**src/rtl/teq_pkg.sv**
```systemverilog
// shared types, constants and codes of the timed event queue
// no dependencies
package teq_pkg;

  localparam int SLOTS       = 16;
  localparam int IDX_W       = $clog2(SLOTS);
  localparam int CNT_W       = $clog2(SLOTS + 1);
  localparam int ID_W        = 4;
  localparam int IDS         = 1 << ID_W;
  localparam int STAMP_W     = 64;
  localparam int SLACK_W     = 16;
  localparam int SLACK_RESET = 16;

  typedef enum logic [1:0] {
    REQ_SCHED  = 2'd0,
    REQ_CANCEL = 2'd1,
    REQ_POP    = 2'd2,
    REQ_NONE   = 2'd3
  } req_type_t;

  typedef enum logic [2:0] {
    ST_OK     = 3'd0,
    ST_FULL   = 3'd1,
    ST_DUP    = 3'd2,
    ST_ABSENT = 3'd3,
    ST_PAST   = 3'd4,
    ST_EMPTY  = 3'd5
  } status_t;

  typedef struct packed {
    logic [1:0]         req_type;
    logic [ID_W-1:0]    event_id;
    logic [STAMP_W-1:0] deadline;
    logic [STAMP_W-1:0] now;
  } req_t;

  typedef struct packed {
    logic [2:0]         status;
    logic               popped_valid;
    logic [ID_W-1:0]    popped_id;
    logic [STAMP_W-1:0] popped_deadline;
    logic               head_valid;
    logic [ID_W-1:0]    head_id;
    logic [STAMP_W-1:0] target_stamp;
    logic [CNT_W-1:0]   queued_count;
  } rsp_t;

  typedef struct packed {
    logic [ID_W-1:0]    id;
    logic [STAMP_W-1:0] deadline;
  } entry_t;

  localparam int ENTRY_W = $bits(entry_t);

  typedef enum logic [1:0] {
    RD_HEAD = 2'd0,
    RD_CUR  = 2'd1,
    RD_PREV = 2'd2,
    RD_NEXT = 2'd3
  } rd_sel_t;

  typedef enum logic [2:0] {
    IDX_HOLD = 3'd0,
    IDX_ZERO = 3'd1,
    IDX_OCC  = 3'd2,
    IDX_INC  = 3'd3,
    IDX_DEC  = 3'd4
  } idx_op_t;

  typedef enum logic {
    WR_NEW  = 1'b0,
    WR_MOVE = 1'b1
  } wr_sel_t;

  typedef struct packed {
    logic    load;
    idx_op_t idx_op;
    logic    rd_en;
    rd_sel_t rd_sel;
    logic    wr_en;
    wr_sel_t wr_sel;
    logic    ins_commit;
    logic    rm_mark;
    logic    rm_commit;
    logic    pop_mark;
    logic    set_status;
    status_t status_code;
    logic    out_load;
  } teq_cmd_t;

  typedef struct packed {
    logic [1:0] req_type;
    logic       id_queued;
    logic       dl_past;
    logic       full;
    logic       occ_zero;
    logic       idx_zero;
    logic       idx_last;
    logic       rd_before_dl;
    logic       rd_past;
    logic       rd_id_hit;
    logic       out_free;
  } teq_stat_t;

endpackage

```
**src/rtl/teq_req_if.sv**
```systemverilog
// request channel: valid/ready handshake with a request payload
// depends on teq_pkg
interface teq_req_if;
  import teq_pkg::*;

  logic valid;
  logic ready;
  req_t data;

  modport source (output valid, output data, input ready);
  modport sink (input valid, input data, output ready);
endinterface

```
**src/rtl/teq_rsp_if.sv**
```systemverilog
// response channel: valid/ready handshake with a result payload
// depends on teq_pkg
interface teq_rsp_if;
  import teq_pkg::*;

  logic valid;
  logic ready;
  rsp_t data;

  modport source (output valid, output data, input ready);
  modport sink (input valid, input data, output ready);
endinterface

```
**src/rtl/teq_ram.sv**
```systemverilog
// generic ram: one write port, one read port with registered read data
// no dependencies
module teq_ram #(
  parameter int WIDTH = 8,
  parameter int DEPTH = 16
) (
  input  logic                     clk,
  input  logic                     we,
  input  logic [$clog2(DEPTH)-1:0] waddr,
  input  logic [WIDTH-1:0]         wdata,
  input  logic                     re,
  input  logic [$clog2(DEPTH)-1:0] raddr,
  output logic [WIDTH-1:0]         rdata
);

  logic [WIDTH-1:0] mem [DEPTH];

  always_ff @(posedge clk) begin
    if (we) begin
      mem[waddr] <= wdata;
    end
    if (re) begin
      rdata <= mem[raddr];
    end
  end

endmodule

```
**src/rtl/teq_ctrl.sv**
```systemverilog
// controller of the timed event queue: sequences checks, slot walks and result load
// depends on teq_pkg
module teq_ctrl (
  input  logic               clk,
  input  logic               rst,
  input  logic               req_valid,
  output logic               req_ready,
  input  teq_pkg::teq_stat_t stat,
  output teq_pkg::teq_cmd_t  cmd
);
  import teq_pkg::*;

  typedef enum logic [11:0] {
    S_IDLE       = 12'b000000000001,
    S_CHECK      = 12'b000000000010,
    S_INS_STEP   = 12'b000000000100,
    S_INS_CMP    = 12'b000000001000,
    S_FIND_RD    = 12'b000000010000,
    S_FIND_CMP   = 12'b000000100000,
    S_POP_RD     = 12'b000001000000,
    S_POP_CMP    = 12'b000010000000,
    S_SHIFT_STEP = 12'b000100000000,
    S_SHIFT_WR   = 12'b001000000000,
    S_HEAD_RD    = 12'b010000000000,
    S_HEAD_CAP   = 12'b100000000000
  } state_t;

  state_t state, state_next;

  always_ff @(posedge clk) begin
    if (rst) begin
      state <= S_IDLE;
    end else begin
      state <= state_next;
    end
  end

  assign req_ready = (state == S_IDLE);

  always_comb begin
    state_next = state;
    cmd        = '0;
    case (state)
      S_IDLE: begin
        if (req_valid) begin
          cmd.load   = 1'b1;
          state_next = S_CHECK;
        end
      end
      S_CHECK: begin
        state_next = S_HEAD_RD;
        case (stat.req_type)
          REQ_SCHED: begin
            if (stat.id_queued) begin
              cmd.set_status  = 1'b1;
              cmd.status_code = ST_DUP;
            end else if (stat.dl_past) begin
              cmd.set_status  = 1'b1;
              cmd.status_code = ST_PAST;
            end else if (stat.full) begin
              cmd.set_status  = 1'b1;
              cmd.status_code = ST_FULL;
            end else begin
              cmd.idx_op = IDX_OCC;
              state_next = S_INS_STEP;
            end
          end
          REQ_CANCEL: begin
            if (!stat.id_queued) begin
              cmd.set_status  = 1'b1;
              cmd.status_code = ST_ABSENT;
            end else begin
              cmd.idx_op = IDX_ZERO;
              state_next = S_FIND_RD;
            end
          end
          REQ_POP: begin
            if (stat.occ_zero) begin
              cmd.set_status  = 1'b1;
              cmd.status_code = ST_EMPTY;
            end else begin
              cmd.idx_op = IDX_ZERO;
              state_next = S_POP_RD;
            end
          end
          default: begin
            state_next = S_HEAD_RD;
          end
        endcase
      end
      S_INS_STEP: begin
        if (stat.idx_zero) begin
          cmd.wr_en      = 1'b1;
          cmd.wr_sel     = WR_NEW;
          cmd.ins_commit = 1'b1;
          state_next     = S_HEAD_RD;
        end else begin
          cmd.rd_en  = 1'b1;
          cmd.rd_sel = RD_PREV;
          state_next = S_INS_CMP;
        end
      end
      S_INS_CMP: begin
        cmd.wr_en = 1'b1;
        if (stat.rd_before_dl) begin
          cmd.wr_sel     = WR_NEW;
          cmd.ins_commit = 1'b1;
          state_next     = S_HEAD_RD;
        end else begin
          cmd.wr_sel = WR_MOVE;
          cmd.idx_op = IDX_DEC;
          state_next = S_INS_STEP;
        end
      end
      S_FIND_RD: begin
        cmd.rd_en  = 1'b1;
        cmd.rd_sel = RD_CUR;
        state_next = S_FIND_CMP;
      end
      S_FIND_CMP: begin
        if (stat.rd_id_hit) begin
          if (stat.rd_past) begin
            cmd.set_status  = 1'b1;
            cmd.status_code = ST_PAST;
            state_next      = S_HEAD_RD;
          end else begin
            cmd.rm_mark = 1'b1;
            state_next  = S_SHIFT_STEP;
          end
        end else if (stat.idx_last) begin
          cmd.set_status  = 1'b1;
          cmd.status_code = ST_ABSENT;
          state_next      = S_HEAD_RD;
        end else begin
          cmd.idx_op = IDX_INC;
          state_next = S_FIND_RD;
        end
      end
      S_POP_RD: begin
        cmd.rd_en  = 1'b1;
        cmd.rd_sel = RD_HEAD;
        state_next = S_POP_CMP;
      end
      S_POP_CMP: begin
        if (stat.rd_past) begin
          cmd.set_status  = 1'b1;
          cmd.status_code = ST_PAST;
          state_next      = S_HEAD_RD;
        end else begin
          cmd.rm_mark  = 1'b1;
          cmd.pop_mark = 1'b1;
          state_next   = S_SHIFT_STEP;
        end
      end
      S_SHIFT_STEP: begin
        if (stat.idx_last) begin
          cmd.rm_commit = 1'b1;
          state_next    = S_HEAD_RD;
        end else begin
          cmd.rd_en  = 1'b1;
          cmd.rd_sel = RD_NEXT;
          state_next = S_SHIFT_WR;
        end
      end
      S_SHIFT_WR: begin
        cmd.wr_en  = 1'b1;
        cmd.wr_sel = WR_MOVE;
        cmd.idx_op = IDX_INC;
        state_next = S_SHIFT_STEP;
      end
      S_HEAD_RD: begin
        cmd.rd_en  = 1'b1;
        cmd.rd_sel = RD_HEAD;
        state_next = S_HEAD_CAP;
      end
      S_HEAD_CAP: begin
        if (stat.out_free) begin
          cmd.out_load = 1'b1;
          state_next   = S_IDLE;
        end
      end
      default: begin
        state_next = S_IDLE;
      end
    endcase
  end

endmodule

```
**src/rtl/teq_dp.sv**
```systemverilog
// datapath of the timed event queue: slot table, occupancy, id mask, result register
// depends on teq_pkg and teq_ram
module teq_dp (
  input  logic                           clk,
  input  logic                           rst,
  input  teq_pkg::req_t                  req_data,
  input  logic                           cfg_we,
  input  logic [teq_pkg::SLACK_W-1:0]    cfg_data,
  input  teq_pkg::teq_cmd_t              cmd,
  output teq_pkg::teq_stat_t             stat,
  output logic                           rsp_valid,
  input  logic                           rsp_ready,
  output teq_pkg::rsp_t                  rsp_data
);
  import teq_pkg::*;

  req_t               req_q;
  logic [CNT_W-1:0]   occ;
  logic [IDS-1:0]     mask;
  logic [CNT_W-1:0]   idx;
  logic [SLACK_W-1:0] slack;
  status_t            st;
  logic [ID_W-1:0]    rm_id;
  logic               pop_valid;
  logic [ID_W-1:0]    pop_id;
  logic [STAMP_W-1:0] pop_dl;
  entry_t             rd_entry;
  entry_t             wr_entry;
  logic [ENTRY_W-1:0] rdata;
  logic [CNT_W-1:0]   rd_idx;
  logic [CNT_W-1:0]   idx_plus;
  rsp_t               rsp_next;

  assign rd_entry = entry_t'(rdata);
  assign idx_plus = idx + CNT_W'(1);

  always_comb begin
    case (cmd.rd_sel)
      RD_HEAD: rd_idx = '0;
      RD_CUR:  rd_idx = idx;
      RD_PREV: rd_idx = idx - CNT_W'(1);
      RD_NEXT: rd_idx = idx_plus;
      default: rd_idx = '0;
    endcase
  end

  assign wr_entry = (cmd.wr_sel == WR_NEW) ? entry_t'({req_q.event_id, req_q.deadline})
                                           : rd_entry;

  teq_ram #(
    .WIDTH (ENTRY_W),
    .DEPTH (SLOTS)
  ) u_slots (
    .clk   (clk),
    .we    (cmd.wr_en),
    .waddr (idx[IDX_W-1:0]),
    .wdata (wr_entry),
    .re    (cmd.rd_en),
    .raddr (rd_idx[IDX_W-1:0]),
    .rdata (rdata)
  );

  always_ff @(posedge clk) begin
    if (rst) begin
      slack <= SLACK_W'(SLACK_RESET);
    end else if (cfg_we) begin
      slack <= cfg_data;
    end
  end

  always_ff @(posedge clk) begin
    if (cmd.load) begin
      req_q <= req_data;
    end
    if (cmd.rm_mark) begin
      rm_id <= rd_entry.id;
    end
  end

  always_ff @(posedge clk) begin
    if (rst) begin
      occ       <= '0;
      mask      <= '0;
      idx       <= '0;
      st        <= ST_OK;
      pop_valid <= 1'b0;
      pop_id    <= '0;
      pop_dl    <= '0;
    end else begin
      if (cmd.ins_commit) begin
        occ                   <= occ + CNT_W'(1);
        mask[req_q.event_id]  <= 1'b1;
      end else if (cmd.rm_commit) begin
        occ         <= occ - CNT_W'(1);
        mask[rm_id] <= 1'b0;
      end
      case (cmd.idx_op)
        IDX_ZERO: idx <= '0;
        IDX_OCC:  idx <= occ;
        IDX_INC:  idx <= idx_plus;
        IDX_DEC:  idx <= idx - CNT_W'(1);
        default:  idx <= idx;
      endcase
      if (cmd.load) begin
        st        <= ST_OK;
        pop_valid <= 1'b0;
        pop_id    <= '0;
        pop_dl    <= '0;
      end else begin
        if (cmd.set_status) begin
          st <= cmd.status_code;
        end
        if (cmd.pop_mark) begin
          pop_valid <= 1'b1;
          pop_id    <= rd_entry.id;
          pop_dl    <= rd_entry.deadline;
        end
      end
    end
  end

  always_comb begin
    rsp_next.status          = st;
    rsp_next.popped_valid    = pop_valid;
    rsp_next.popped_id       = pop_id;
    rsp_next.popped_deadline = pop_dl;
    rsp_next.head_valid      = (occ != '0);
    rsp_next.head_id         = (occ != '0) ? rd_entry.id : '0;
    rsp_next.target_stamp    = (occ != '0) ? rd_entry.deadline
                                           : req_q.now + STAMP_W'(slack);
    rsp_next.queued_count    = occ;
  end

  always_ff @(posedge clk) begin
    if (rst) begin
      rsp_valid <= 1'b0;
    end else if (cmd.out_load) begin
      rsp_valid <= 1'b1;
    end else if (rsp_ready) begin
      rsp_valid <= 1'b0;
    end
  end

  always_ff @(posedge clk) begin
    if (cmd.out_load) begin
      rsp_data <= rsp_next;
    end
  end

  always_comb begin
    stat.req_type     = req_q.req_type;
    stat.id_queued    = mask[req_q.event_id];
    stat.dl_past      = (req_q.deadline < req_q.now);
    stat.full         = (occ == CNT_W'(SLOTS));
    stat.occ_zero     = (occ == '0);
    stat.idx_zero     = (idx == '0);
    stat.idx_last     = (idx_plus >= occ);
    stat.rd_before_dl = (rd_entry.deadline < req_q.deadline);
    stat.rd_past      = (rd_entry.deadline < req_q.now);
    stat.rd_id_hit    = (rd_entry.id == req_q.event_id);
    stat.out_free     = !rsp_valid || rsp_ready;
  end

  a_mask_matches_occ: assert property (@(posedge clk) disable iff (rst)
    $countones(mask) == int'(occ))
    else $error("queued id mask and occupancy disagree");

  a_occ_bounded: assert property (@(posedge clk) disable iff (rst)
    occ <= CNT_W'(SLOTS))
    else $error("occupancy above slot count");

  a_load_when_free: assert property (@(posedge clk) disable iff (rst)
    cmd.out_load |-> (!rsp_valid || rsp_ready))
    else $error("result overwritten before transfer");

  a_pop_is_ok: assert property (@(posedge clk) disable iff (rst)
    cmd.out_load && pop_valid |=> rsp_data.status == ST_OK && rsp_data.head_valid ==
      ($past(occ) != '0))
    else $error("popped result with bad status or head");

endmodule

```
**src/rtl/timed_event_queue_core.sv**
```systemverilog
// top level of the timed event queue: controller, datapath and channel hookup
// depends on teq_pkg, teq_req_if, teq_rsp_if, teq_ctrl, teq_dp
//
// channel   dir  handshake     payload
// req       in   valid/ready   req_type, event_id, deadline, now
// rsp       out  valid/ready   status, popped, head, target_stamp, queued_count
// cfg       in   cfg_we        cfg_data = empty_slack
//
// one request at a time; a request rejected at the check only reads the head, while
// a cancel may walk and close the whole table: the slot table has one read and one
// write port, and each slot visited takes a read and then a compare or a write
// rst is synchronous and empties the queue; slot contents are not cleared
// a result waiting on rsp holds the next result back, not the next transfer on req
module timed_event_queue_core (
  input  logic                        clk,
  input  logic                        rst,
  teq_req_if.sink                     req,
  teq_rsp_if.source                   rsp,
  input  logic                        cfg_we,
  input  logic [teq_pkg::SLACK_W-1:0] cfg_data
);
  import teq_pkg::*;

  teq_cmd_t  cmd;
  teq_stat_t stat;

  teq_ctrl u_ctrl (
    .clk       (clk),
    .rst       (rst),
    .req_valid (req.valid),
    .req_ready (req.ready),
    .stat      (stat),
    .cmd       (cmd)
  );

  teq_dp u_dp (
    .clk       (clk),
    .rst       (rst),
    .req_data  (req.data),
    .cfg_we    (cfg_we),
    .cfg_data  (cfg_data),
    .cmd       (cmd),
    .stat      (stat),
    .rsp_valid (rsp.valid),
    .rsp_ready (rsp.ready),
    .rsp_data  (rsp.data)
  );

endmodule
```
**src/flat_wrapper.sv**
```systemverilog
// flat-port wrapper written by rule: the top's interface ports become plain ports
module timed_event_queue_core_flat import teq_pkg::*;
  (clk, rst, cfg_we, cfg_data, req_valid, req_data, req_ready, rsp_valid, rsp_data, rsp_ready);
  teq_req_if req_i ();
  teq_rsp_if rsp_i ();
  input  logic clk;
  input  logic rst;
  input  logic cfg_we;
  input  logic [teq_pkg::SLACK_W-1:0] cfg_data;
  input wire logic [$bits(req_i.valid)-1:0] req_valid;
  input wire logic [$bits(req_i.data)-1:0] req_data;
  output wire logic [$bits(req_i.ready)-1:0] req_ready;
  output wire logic [$bits(rsp_i.valid)-1:0] rsp_valid;
  output wire logic [$bits(rsp_i.data)-1:0] rsp_data;
  input wire logic [$bits(rsp_i.ready)-1:0] rsp_ready;
  assign req_i.valid = req_valid;
  assign req_i.data = req_data;
  assign req_ready = req_i.ready;
  assign rsp_valid = rsp_i.valid;
  assign rsp_data = rsp_i.data;
  assign rsp_i.ready = rsp_ready;
  timed_event_queue_core u_core (.clk(clk), .rst(rst), .req(req_i), .rsp(rsp_i), .cfg_we(cfg_we), .cfg_data(cfg_data));
endmodule
```
**config.mk**
```make
export PLATFORM = sky130hd
export DESIGN_NAME = timed_event_queue_core_flat
export DESIGN_NICKNAME = d
export VERILOG_FILES = /design/src/rtl/teq_pkg.sv /design/src/rtl/teq_req_if.sv /design/src/rtl/teq_rsp_if.sv /design/src/rtl/teq_ram.sv /design/src/rtl/teq_ctrl.sv /design/src/rtl/teq_dp.sv /design/src/rtl/timed_event_queue_core.sv /design/src/flat_wrapper.sv
export SDC_FILE = /design/constraint.sdc
export NUM_CORES = 2
export LEC_CHECK = 0
export CAP_MARGIN = 20
export CORE_MARGIN = 2
export CORE_UTILIZATION = 64
export CTS_CLUSTER_SIZE = 8
export DETAILED_ROUTE_END_ITERATION = 6
export DONT_BUFFER_PORTS = 1
export PLACE_DENSITY = 0.77
export SYNTH_ARGS = -nofsm -noshare
export SYNTH_HDL_FRONTEND = slang
export SYNTH_SLANG_ARGS = --single-unit
```
**constraint.sdc**
```tcl
create_clock -name clk -period 10.52 [get_ports clk]
set_clock_uncertainty 0.2 [all_clocks]
set_input_delay 2.104 -clock clk [delete_from_list [all_inputs] [get_ports clk]]
set_output_delay 2.104 -clock clk [all_outputs]
set_load 0.05 [all_outputs]
```
---- Word-level counts from Yosys, hierarchy flattened ----
Memory sizes are Yosys's and may differ from the RTL's. A register that Yosys moved wholly into a read port is not among the register bits.
Cells that the tools add are included.
word-level totals
  memories kept ........................... 1
  word-level logic and storage cells ...... 151
  bits in writable memories ............... 1088
  output and inout bits ................... 148
  input bits .............................. 155
  register bits after elaboration ......... 411
cells by class
  eq/ne operators ......................... 25
  $add $sub $neg .......................... 5
  reduce and logical (&&, ||, !) cells .... 15
  bitwise operators ....................... 3
  order comparisons ....................... 8
  mux-type cells .......................... 71
memories
  memory                   words  width  read ports  clocked after Yosys merged registers in  write ports  line           RTL
  u_core.u_dp.u_slots.mem  16     68     1           1                                        1            teq_ram.sv:16  logic [WIDTH-1:0] mem [DEPTH];
operators by type and width
  cell                                                                count
  64-bit < comparator                                                 3
  12-bit one-hot mux with 12 select lines                             1
  11-bit two-way mux                                                  10
  68-bit two-way mux                                                  1
  64-bit by 16-bit adder with 64-bit output                           1
  64-bit two-way mux                                                  1
  12-bit two-way mux                                                  3
  12-bit one-hot mux with 3 select lines                              1
  16-bit two-way mux                                                  2
  4-bit two-way mux                                                   8
  3-bit one-hot mux with 4 select lines                               2
  4-bit one-hot mux with 3 select lines                               2
  1-bit two-way mux                                                   20
  5-bit one-hot mux with 4 select lines                               1
  16-bit bitwise AND                                                  1
  16-bit NOT                                                          1
  16-bit bitwise OR                                                   1
  4-bit one-hot mux with 4 select lines                               1
  12-bit by 1-bit == test with 1-bit output (second input constant)   1
  12-bit by 10-bit == test with 1-bit output (second input constant)  1
  12-bit by 11-bit == test with 1-bit output (second input constant)  1
  12-bit == test (second input constant)                              1
  12-bit by 2-bit == test with 1-bit output (second input constant)   1
  12-bit by 3-bit == test with 1-bit output (second input constant)   1
  37 further kinds                                                    61

---- Depth between registers and ports, before layout ----
  word-level depth ........................ 8
  gate-level depth with buffers ........... 16
  gate-level depth less buffers ........... 16

---- Hierarchy ----
From an unflattened synthesis, not the netlist that was laid out.
second synthesis, totals
  cells, all modules ...................... 3881
  area total of the unflattened synthesis .. 65022.4 um^2
by module, submodules not included
  module    seq. area each (um^2)  instances  area an instance (um^2)  cells an instance
  teq_ram   34713.3                1          42663.4                  1750
  teq_dp    10830.4                1          21366.7                  2006
  teq_ctrl  240.2                  1          992.2                    125

---- Worst setup path before layout ----
Ideal clock, no wire load.
  path type ............................... input -> register
  from .................................... in rsp_ready
  to ...................................... reg, netlist name u_core.u_dp.rsp_data[0]
  data arrival time ....................... 8242 ps
  path slack .............................. 1423 ps
  path buffers ............................ 0
  data required time ...................... 9665 ps
  stages on the path ...................... 2
  path through ............................ nor2b_1 -> nor2_1
RTL lines
  item                line                RTL
  start: declaration  flat_wrapper.sv:15  input wire logic [$bits(rsp_i.ready)-1:0] rsp_ready;

---- Final worst setup path ----
  from .................................... reg u_core.u_dp.idx[1]
  to ...................................... reg u_core.u_dp.u_slots.rdata[30] (read register of u_core.u_dp.u_slots.mem), data pin
between the ends
  cells in the longest elaborated chain, start to end .. 6
  elaborated cells between the ends (all ways) .. 12
  classes of those cells .................. 2 x add/sub; 1 x order compare; 3 x eq/ne; 4 x mux; 2 x reduce/logical
RTL lines
  item                                    line             RTL
  start: declaration                      teq_dp.sv:20     logic [CNT_W-1:0] idx;
  start signal: assignment                teq_dp.sv:100    IDX_INC: idx <= idx_plus;
  start signal: assignment                teq_dp.sv:101    IDX_DEC: idx <= idx - CNT_W'(1);
  start signal: assignment                teq_dp.sv:102    default: idx <= idx;
  5-bit by 1-bit adder with 5-bit output  teq_dp.sv:35     assign idx_plus = idx + CNT_W'(1);
  5-bit >= comparator                     teq_dp.sv:157    stat.idx_last = (idx_plus >= occ);
  3-bit two-way mux                       teq_ctrl.sv:156  if (stat.idx_last) begin
  3-bit one-hot mux with 4 select lines   teq_ctrl.sv:43   case (state)
  2-bit == test (tied with other cells)   teq_dp.sv:38     case (cmd.rd_sel)
  4-bit one-hot mux with 4 select lines   teq_dp.sv:38
  end: declaration                        teq_ram.sv:13    output logic [WIDTH-1:0] rdata
Several ways; a longest one is shown, not always the timed one.
A chain may end at the register's enable or synchronous reset.

==> impl_metrics.tcl <==
set metrics [dict create \
    synth_compound_area_share_pct 6.25 \
    powerDensity_nw_per_um2 183 \
    hp-class "reg -> reg" \
    postSynthCellCount 4450 \
    cts_setup_buffers 0 \
    synth-main-ff-cell "edfxtp_1" \
    final_layout_size_suffix_gt1_share_pct 10.7 \
    worst-path-max-fanout 52 \
    drt_pre_antenna_iters 7 \
    cts.sinks 1567 \
    final_util_pct 71.8 \
    place_ws_ns 4.86 \
    maxSlewViolCount 0 \
    synth_top_area_cell "edfxtp_1" \
    cts_buffers 214 \
    synth_mux_area_share_pct 11.9 \
    critPathKind "reg -> reg" \
    wl_um 180000 \
    drt-initial-drc-count 5741 \
    cp.arrival_ns 6.14 \
    clk_pin_slew_worst_paths_ns 0.06 \
    synth_top_family_by_area "multiplexers" \
    ctsResizeCount 0 \
    vias_per_cell 6.72 \
    clock.fmax_mhz 171 \
    p_leak_nw 28.9 \
    rr_worst_depth 12 \
    yosysWarnings 0 \
    root_buffer "clkbuf_16" \
    cts_tree "built" \
    synth-adder-area-share_pct 4.11 \
    route.vias.total 40300 \
    async_flop_share_pct 0 \
    syn-num-nets 4824 \
    nets 4907 \
    start_util_pct 64.7 \
    hp-start "u_core.u_dp.pop_dl[44]" \
    crit_path_end "u_core.u_dp.u_slots.rdata[30]" \
    io_pins 303 \
    die-area_sq_um 107000 \
    report.final.setup_viol 0 \
    avgSynthCellArea_sq_um 15.1 \
    syn2layout_area_growth_pct 11.0 \
    rsz0062_at_grt "false" \
    detail-route-antenna-nets 0 \
    grt_pass1_wl_um 258000 \
    cts.htree.levels 4 \
    critPathLaunch "u_core.u_dp.idx[1]" \
    dp_hpwl_um 103000 \
    critPathCaptureType "flop" \
    synth_edf_count 1440 \
    reg2reg_to "u_core.u_dp.u_slots.rdata[30]" \
    period_minus_slack_ns 5.84 \
    synth_seq_cells 1567 \
    gp_congestion 0.932 \
    ys_top_cells_by_area "edfxtp_1, mux2i_1, ha_1, dfxtp_1, nand2_1" \
    die-width_um 328 \
    grtUsageTotal_pct 33.2 \
    drc 0 \
    relSlewSlack_pct 21.7 \
    overflow 0 \
    fin_tns_setup_ns 0 \
    period_share_pct 55.5 \
    r2r-start "u_core.u_dp.idx[1]" \
    status "finished clean" \
    synthXorXnorAreaFrac_pct 0.928 \
    fin_cells 6004 \
    synthDistinctLibCells 81 \
    placed_cells_incl_taps 5696 \
    crit_path_start_kind "flop" \
    tightest_slew_ns 1.17 \
    synthSimpleGateAreaFrac_pct 6.07 \
    holdBufCountCts 0 \
    hold_violations 0 \
    vdd_drop_max_mv 0.172 \
    dieHeight_um 328 \
    syn_area_sq_um 67000 \
    num_rows 118 \
    port_buffers 0 \
    drv_cap 0 \
    cts_buffer_depth 3 \
    core_sq_um 104000 \
    grt_max_degree 134 \
    wire_per_inst_um 30.0 \
    ys_seq_area_share_pct 68.3 \
    clk_latency_ns 0.79 \
    regToRegSetupSlack_ns 4.68 \
    antenna_found_initial 25 \
    grt_pass1_vias 38900 \
    synth_top_area_share_pct 64.5 \
    worstPathRequired_ns 10.82 \
    worst_slack_ns 4.68 \
    hold_slack_ns 0.222 \
]
## worst min path at each step
stage,end,cells after the start
2_1_floorplan,u_core.u_dp.rsp_data[145],0
3_3_place_gp,u_core.u_dp.rsp_data[145],0
3_5_place_dp,u_core.u_dp.rsp_data[140],0
4_1_cts,u_core.u_dp.rsp_data[118],0
5_1_grt,u_core.u_dp.rsp_data[92],0
6_report,u_core.u_dp.rsp_data[118],0
## power breakdown
| group | switching (mW) | internal, mW |
|---|---|---|
| registers | 0.0962 | 6.91 |
| clock network | 2.42 | 3.69 |
| logic | 0.324 | 0.148 |
## layer usage
layer	share of wire [%]	vias to the layer above	track usage (%)	wire length, um
li1	-	17300	-	-
met1	38	20000	46.2	68300
met2	46	2691	51.2	82900
met3	13	350	8.53	23500
met4	3.1	12	12.0	5570
met5	0.044	-	0	80
## layout make-up
cell class / count / area, sq um
antenna: 8 / 20.0
clock buffer: 289 / 5700
clock inverter: 10 / 136
fill: 6412 / 29300
inverter: 142 / 541
multi-input combinational: 2535 / 19900
sequential: 1567 / 45800
tap: 1380 / 1730
timing repair buffer: 73 / 589
## worst max-delay path: stages, from the launching register on
cell	delay, ns
dfxtp_1	0.65
inv_1	0.20
ha_1	0.53
ha_1	0.38
a21o_1	0.10
a21oi_1	0.11
o211a_1	0.37
a221o_4	0.73
a211oi_4	0.70
buf_4	0.99
a221oi_1	0.26
o21ai_1	0.18
o211ai_1	0.11
## metrics by stage
step / power [mW] / area [sq um]
floorplan: 7.38 / 67000
global placement: 7.55 / 68500
detailed placement: 7.57 / 68500
CTS: 13.6 / 74300
global route: 13.9 / 74400
finish: 13.6 / 74400
## logic make-up (layout without fill, tap and decap cells)
group                    Yosys count  after routing
AO/OA/AOI/OAI                    635            635
AND/OR/NAND/NOR                  839            839
buffers and inverters            348            514
flip-flops                      1567           1567
XOR/XNOR                          71             71
adder cells (fa/ha/maj)          219            219
other                              0              8
multiplexers                     771            771
## cells in the final DEF (no fill, tap or decap), types with 33 or more instances in the layout
master     count
mux2i_1      627
dfxtp_1      127
buf_4         69
o211ai_1      84
mux2_2       108
a21oi_1       91
a21o_1        33
nor2_1       147
ha_1         217
a221oi_1      52
xnor2_1       62
inv_1        140
clkbuf_16    217
clkbuf_1      72
nand3_1       46
edfxtp_1    1440
nand2_1      354
o21ai_1      119
nand4_1      103
o21ai_0      141
## cells in the mapped netlist, drive strengths merged (5+ instances only)
| cell type | instances |
|---|---|
| inv | 142 |
| o211ai | 84 |
| or3b | 5 |
| xnor2 | 62 |
| and3 | 10 |
| o21ai | 262 |
| mux2i | 627 |
| and4 | 15 |
| nand3 | 46 |
| nor3 | 31 |
| xor2 | 9 |
| nand2 | 356 |
| edfxtp | 1440 |
| nor4 | 21 |
| dfxtp | 127 |
| a221oi | 75 |
| a21oi | 92 |
| a211oi | 12 |
| ha | 217 |
| o21a | 11 |
| nand2b | 25 |
| or2 | 7 |
| or3 | 8 |
| mux2 | 136 |
| o311ai | 5 |
| clkbuf | 88 |
| nor2 | 161 |
| nand4 | 105 |
| and2 | 9 |
| nor4b | 5 |
| nand3b | 5 |
| mux4 | 8 |
| buf | 118 |
| nor2b | 15 |
| a31oi | 13 |
| a21o | 34 |
| or4 | 6 |
## flip-flops by register name, summed over array words and instances (netlist names)
signal                     count
u_core.u_dp.occ                5
u_core.u_dp.st                 3
u_core.u_dp.rsp_data         146
u_core.u_dp.stat               2
u_core.u_dp.u_slots.mem     1088
u_core.u_dp.rsp_valid          1
u_core.u_dp.pop_dl            64
u_core.u_dp.mask              16
u_core.u_dp.u_slots.rdata     68
u_core.u_dp.rm_id              4
u_core.u_dp.idx                5
u_core.u_dp.slack             16
u_core.u_dp.pop_valid          1
u_core.u_dp.req_q            132
u_core.u_dp.pop_id             4
u_core.u_ctrl.state           12
No activity file was read; power rests on OpenSTA's default activity.
